==> config.mk <==
export PLATFORM = sky130hd
export DESIGN_NAME = svg_sine
export DESIGN_NICKNAME = d
export VERILOG_FILES = /design/src/design/assert_macros.svh /design/src/design/svg_pkg.sv /design/src/design/svg_sine.sv
export SDC_FILE = /design/constraint.sdc
export NUM_CORES = 2
export LEC_CHECK = 0
export BUFFER_PORTS_ARGS = -buffer_cell sky130_fd_sc_hd__clkbuf_2
export CAP_MARGIN = 20
export CORE_ASPECT_RATIO = 1.25
export CORE_UTILIZATION = 64
export DETAILED_ROUTE_END_ITERATION = 16
export GPL_TIMING_DRIVEN = 0
export PLACE_DENSITY = 0.8
export SYNTH_ARGS = -nofsm -noshare
export SYNTH_HDL_FRONTEND = slang
export SYNTH_SLANG_ARGS = --single-unit
==> constraint.sdc <==
create_clock -name clk -period 11.9 [get_ports clk]
set_input_delay 2.38 -clock clk [delete_from_list [all_inputs] [get_ports clk]]
set_output_delay 2.38 -clock clk [all_outputs]
set_load 0.005 [all_outputs]
==> src/design/assert_macros.svh <==
// ----------------------------------------------------------------------------
// assert_macros
// Assertion helper macros for the sphere vertex generator.
// ----------------------------------------------------------------------------
`ifndef ASSERT_MACROS_SVH
`define ASSERT_MACROS_SVH
`ifndef SYNTHESIS
`define SVG_ASSERT_NEXT(label, clk, rst_n, a, b) \
  label: assert property (@(posedge clk) disable iff (!rst_n) (a) |=> (b)) \
    else $error("assertion failed");
`define SVG_ASSERT_NOW(label, clk, rst_n, a, b) \
  label: assert property (@(posedge clk) disable iff (!rst_n) (a) |-> (b)) \
    else $error("assertion failed");
`else
`define SVG_ASSERT_NEXT(label, clk, rst_n, a, b)
`define SVG_ASSERT_NOW(label, clk, rst_n, a, b)
`endif
`endif

==> src/design/svg_pkg.sv <==
// ----------------------------------------------------------------------------
// svg_pkg
// Constants for the sphere vertex generator: sine polynomial and reset step.
// ----------------------------------------------------------------------------
package svg_pkg;
  localparam logic [31:0] POLY_A = 32'd1686629713;
  localparam logic [31:0] POLY_B = 32'd688904866;
  localparam logic [31:0] POLY_C = 32'd76016977;
  localparam logic [15:0] STEP_RESET = 16'd3277;
endpackage

==> src/design/svg_sine.sv <==
// ----------------------------------------------------------------------------
// svg_sine
// Pipelined quarter-wave polynomial sine, signed Q.30 result, 5 stages.
// ----------------------------------------------------------------------------
module svg_sine #(
  parameter int ANGLE_BITS = 16
) (
  input  logic                  clk,
  input  logic                  en,
  input  logic [ANGLE_BITS-1:0] angle,
  output logic signed [31:0]    sine
);
  localparam int QB = ANGLE_BITS - 2;

  logic [30:0] x0_r, x1_r, x2_r, x3_r;
  logic [4:0]  neg_r;
  logic [30:0] sq_r, sq1_r;
  logic [31:0] t1_r, t2_r;
  logic [30:0] m_r;
  logic [QB:0] xq;
  logic [61:0] p0, p1, p2, p3;

  always_comb begin
    xq = {1'b0, angle[QB-1:0]};
    if (angle[QB]) xq = (QB+1)'(1 << QB) - xq;
    p0 = 62'(x0_r) * 62'(x0_r);
    p1 = 62'(sq_r) * 62'(svg_pkg::POLY_C);
    p2 = 62'(sq1_r) * 62'(t1_r);
    p3 = 62'(x3_r) * 62'(t2_r);
  end

  always_ff @(posedge clk) begin
    if (en) begin
      x0_r  <= 31'(xq) << (30 - QB);
      neg_r <= {neg_r[3:0], angle[QB+1]};
      sq_r  <= p0[60:30];
      x1_r  <= x0_r;
      t1_r  <= svg_pkg::POLY_B - 32'(p1 >> 30);
      sq1_r <= sq_r;
      x2_r  <= x1_r;
      t2_r  <= svg_pkg::POLY_A - 32'(p2 >> 30);
      x3_r  <= x2_r;
      m_r   <= p3[60:30];
    end
  end

  assign sine = neg_r[4] ? -$signed({1'b0, m_r}) : $signed({1'b0, m_r});
endmodule

## Word level (Yosys, flattened, before mapping)

Cells that the tools add are included.

| word-level totals | value |
|---|---|
| bits in latches | 0 |
| memory bits (read-only) | 0 |
| memories | 0 |
| RAM bits | 0 |
| flip-flop bits (word level) | 218 |

| cells by class | value |
|---|---|
| reductions and logical operators | 0 |
| div/mod/pow operators | 0 |
| magnitude comparators | 0 |
| equal/unequal tests | 0 |
| bitwise gates (word level) | 0 |
| add/subtract/negate cells | 4 |
| multipliers | 4 |
| muxes and demuxes | 2 |
| shift operators | 0 |

Operator list:

| kind | number |
|---|---|
| $mul 29x32->60 | 1 |
| $mul 29x27->56 const B | 1 |
| $mul 15x32->45 | 1 |
| $mux 32 | 1 |
| $neg 31->32 | 1 |
| $sub 31x32->32 const A | 1 |
| $sub 30x28->31 const A | 1 |
| $mul 15x15->29 | 1 |
| $sub 15x14->15 const A | 1 |
| $mux 14 | 1 |

## Logic depth before layout (Yosys ltp)

| depth | value |
|---|---|
| depth after elaboration | 2 |
| mapped depth | 37 |
| depth with buffers taken out | 35 |

## Least setup slack after synthesis

No wires, ideal clock.

| timing path | value |
|---|---|
| kind | register to register |
| start | register t1_r[18] |
| end | register t2_r[31] (data pin) |
| period minus slack after synthesis | 9041 ps |
| arrival time | 8778 ps |
| data required time | 11637 ps |
| library setup time | 263 ps |
| cell stages (with the launch flop) | 36 |
| setup slack | 2859 ps |
| cells stage by stage | edfxtp_1 -> clkbuf_1 -> clkbuf_1 -> and2_1 -> fa_1 -> fa_1 -> inv_1 -> fa_1 -> fa_1 -> inv_1 -> fa_1 -> fa_1 -> fa_1 -> inv_1 -> fa_1 -> inv_1 -> ha_1 -> a21oi_1 -> nor2b_1 -> a2111oi_2 -> o2111ai_2 -> a21oi_4 -> o21ai_0 -> xnor2_1 -> inv_1 -> ha_1 -> nand3_1 -> o221ai_1 -> nor4b_1 -> o2111ai_1 -> and3_1 -> o2bb2ai_1 -> a31o_2 -> o21a_1 -> mux2i_1 -> nor4_1 |

| between the ends | value |
|---|---|
| longest elaborated chain between the ends | 2 |

Ends and longest elaborated chain:

| element | line | RTL |
|---|---|---|
| start: declaration | svg_sine.sv:18 | `logic [31:0] t1_r, t2_r;` |
| start signal: assignment | svg_sine.sv:38 | `t1_r <= svg_pkg::POLY_B - 32'(p1 >> 30);` |
| $mul 29x32->60 | svg_sine.sv:28 | `p2 = 62'(sq1_r) * 62'(t1_r);` |
| via p2[31] | svg_sine.sv:21 | `logic [61:0] p0, p1, p2, p3;` |
| $sub 31x32->32 | svg_sine.sv:41 | `t2_r <= svg_pkg::POLY_A - 32'(p2 >> 30);` |
| end signal: assignment | svg_sine.sv:41 |  |
| end: declaration | svg_sine.sv:18 |  |

The timed path passes the listed nets, and every way through them passes these cells.
A chain may end at the register's enable or synchronous reset.

## Final worst setup path

| timing path | value |
|---|---|
| start | register t1_r[15] |
| end | register t2_r[31] (data pin) |

Same word-level chain as after synthesis.

==> results list <==
- Area fraction in compound gates after synthesis: roughly 4.9%
* RD Place Congestion: 1.01
- After synthesis, the largest family of logic cells by area is adder cells.
- Gate Count Post-Synth: around 7000
- Area of the die: between 100000 and 150000 um2
- Synthesized area per cell: approximately 9.8 um2
- The critical path is of the reg2reg type.
* Drt drc: 0
- Routed wire per std cell: about 23 um
- Clock Pin Slew Worst Setup and Hold Paths: around 0.060 ns
- Timing would allow up to 86.1 MHz.
- Pin count of the biggest net entering global routing: 85
* Initial core utilization: 64.8%
- H-tree level count: 1
* Arrival time of the worst setup path: 12.00 ns
* Final setup fails: 0
- After synthesis the cells add up to roughly 68000 um2.
- Final critical-path required period: ~12 ns
* Worst hold-check path type: reg2reg
* Longest Clk Path Bufs: 3
- Combined global-route utilization of all metal layers: about 38%
- Total core area: 106000 um2
- Final antenna-violating net count: 0
* CP Max Fanout: 10
- Kind of end point of the critical path: flip-flop
- Summing the sequential cell areas from Yosys gives about 9.3% of the chip area.
* Violation count after the first detailed-routing iteration: 3554
- Most used flip-flop cell after synthesis: sky130_fd_sc_hd__edfxtp_1
* Required time at the worst-slack endpoint: 12.29 ns
- The area growth from synthesis to layout is 4.75%.
* Outcome: completed
- The detailed router placed 49600 vias in this run.
* Half-perimeter wire length after placement: between 150000 and 200000 um
- Slowest stage cell on the critical path: sky130_fd_sc_hd__edfxtp_1
- TritonCTS built the clock tree.
* Worst slew margin: 13.2%
- At the later pin of the worst-skew pair, clock insertion delay measures roughly 0.65 ns.
- Portion of the clock cycle consumed by the worst path in the final layout: a little over nine tenths
* Std-Cell Rows: roughly 130
* Chip height: around 370 um
- Fraction of the core area covered by cells at the end of the flow: 67.9%
- Share of cells above drive strength 1: ~2.5%
* Share of synthesized area spent on multiplexers: less than 1%
- Fin cells: 8527
- Library cell used as clock root buffer: sky130_fd_sc_hd__clkbuf_16
- Buffers inserted to repair hold after CTS numbered 0.
* Design area: between 70000 and 80000 um2
* Final-report max-slew violation count: 0
* Antenna violations before repair: 5
- By instance count, the cell type seen most on the critical path is sky130_fd_sc_hd__fa_1.
* Library cells used by synthesis: 97
- I/O pins: 50
- For this run, asynchronously set or reset flops after synthesis account for 0%.
- Counting the fill cells in the layout gives between 8000 and 9000.
* Worst Skew: 0.0609 ns
* Count of flip-flops with a built-in enable after synthesis: approximately 210
- The clock drives between 200 and 250 sinks.
* Endpoints failing hold: 0
- Layout Nets: between 9000 and 10000
- Count of input and output buffers: 49
- Final hold analysis gives a worst-case slack of roughly 0.42 ns.
- Max-cap violations in this run came to 0.
- After detailed routing, the total wire length is 196000 um.
* Die span in x: around 290 um
- Placed instance area: 70800 um2
- The worst setup path is launched from a flip-flop.
- The first global-routing pass estimated a little over 300000 um of wire.
* Post-placement cell count: ~8500
* Share of synthesized cell area in and, or, nand and nor gates: a little over an eighth
* Vias in the first global route: ~55000
* Number of detailed-route iterations in the first pass: 6
- Counting flops and latches in the post-synthesis netlist gives approximately 210.
* Clock buffer count from CTS: 26
* Parity-gate share of the synthesized area counting xor and xnor cells: ~2.6%
* Adder and majority cell fraction of the synthesized area: approximately 59%
- Total congestion overflow: 0
* Longest individual stage delay on the worst path: 0.85 ns
- At the pin with the least slew margin, the transition time is approximately 1.3 ns.
- Using the TritonRoute via totals, the vias-per-cell ratio works out to 5.82.
- Yosys synthesis warning count: 0
-- path summary, 6_finish.rpt --
path,start,to,slack [ns],cells past startpoint
setup / recovery,t1_r[15],t2_r[31],0.28,32
hold / removal,x2_r[18],x3_r[18],0.42,0
setup reg to reg,t1_r[15],t2_r[31],0.28,32
hold reg to reg,x2_r[18],x3_r[18],0.42,0
-- registers in the layout, summed over array words and instances (netlist names) --
register,count
x2_r,15
x0_r,15
x1_r,15
m_r,31
t1_r,30
neg_r,5
t2_r,32
sq1_r,27
sq_r,27
x3_r,15
-- metal layers --
layer	GRT usage (%)	up-vias	wire length, um	part of all wire (%)
met1	44.1	25300	68000	35
met2	63.4	2379	94500	48
met5	0	-	69	0.035
met3	7.16	772	17000	8.7
li1	-	21200	-	-
met4	26.8	10	16800	8.6
-- critical path, delay by kind of cell, from the launching register on --
| kind | cells | cell delay (ns) |
|---|---|---|
| and+or+nand+nor | 5 | 1.40 |
| AOI/OAI and AO/OA | 10 | 3.06 |
| buffers and inverters | 6 | 0.95 |
| adders and majority gates | 10 | 4.74 |
| xor gates and xnor gates | 1 | 0.38 |
| DFF | 1 | 0.85 |
-- repair_timing --
item	CTS	global route
endpoints found under the setup margin	0	3
buffers inserted	0	2
gates resized for setup	0	27
-- layout make-up --
cell class / count / area (um2) / share of cell area, %
Antenna cell: 3 / 7.51 / 0.0105
Buffer: 281 / 1090 / 1.52
Clock buffer: 27 / 654 / 0.912
Clock inverter: 19 / 179 / 0.249
Inverter: 1680 / 6310 / 8.79
Multi-Input combinational cell: 4823 / 54700 / 76.3
Sequential cell: 212 / 6370 / 8.88
Tap cell: 1417 / 1770 / 2.47
Timing Repair Buffer: 65 / 619 / 0.863
-- per-stage QoR --
stage	TNS (ns)	setup slack, ns
3_5_place_dp	0	0.213
3_3_place_gp	0	0.322
6_report	0	0.282
2_1_floorplan	0	2.86
4_1_cts	0	0.107
5_1_grt	-0.0202	-0.0202
-- logic make-up after synthesis --
| kind of cell | count (synthesis) |
|---|---|
| AOI/OAI and AO/OA | 474 |
| adders and majority gates | 2294 |
| DFF | 212 |
| xor gates and xnor gates | 199 |
| other | 1 |
| and+or+nand+nor | 1842 |
| muxes | 4 |
| buffers and inverters | 1970 |
-- cell usage after synthesis, types with 51 or more instances --
cell,instances,area [um2]
sky130_fd_sc_hd__ha_1,752,9410
sky130_fd_sc_hd__o21ai_0,75,375
sky130_fd_sc_hd__edfxtp_1,212,6370
sky130_fd_sc_hd__nand2_1,806,3030
sky130_fd_sc_hd__a21o_1,60,450
sky130_fd_sc_hd__inv_1,1680,6310
sky130_fd_sc_hd__fa_1,1542,30900
sky130_fd_sc_hd__and2_1,732,4580
sky130_fd_sc_hd__xnor2_1,146,1280
sky130_fd_sc_hd__a21oi_1,108,541
sky130_fd_sc_hd__nor2_1,99,372
sky130_fd_sc_hd__clkbuf_1,281,1050
sky130_fd_sc_hd__xor2_1,51,447
-- layout by cell type, fill, tap and decap left out, types with 22 or more instances in the layout --
cell type and instances:
sky130_fd_sc_hd__clkbuf_2 58, sky130_fd_sc_hd__edfxtp_1 212, sky130_fd_sc_hd__o21ai_0 75, sky130_fd_sc_hd__nand3_1 34, sky130_fd_sc_hd__clkbuf_16 26, sky130_fd_sc_hd__fa_1 1542, sky130_fd_sc_hd__inv_1 1680, sky130_fd_sc_hd__nand2_1 806
sky130_fd_sc_hd__xor2_1 51, sky130_fd_sc_hd__clkbuf_1 263, sky130_fd_sc_hd__ha_1 752, sky130_fd_sc_hd__nand4_1 22, sky130_fd_sc_hd__o21a_1 27, sky130_fd_sc_hd__xnor2_1 146, sky130_fd_sc_hd__nor2_1 99, sky130_fd_sc_hd__and2_1 732
sky130_fd_sc_hd__o21bai_1 22, sky130_fd_sc_hd__nor3_1 34, sky130_fd_sc_hd__a21o_1 60, sky130_fd_sc_hd__a21oi_1 108
Power is left out: the tool's default activity adds up to more than one toggle a clock period on the data nets, which glitch-free logic cannot reach.
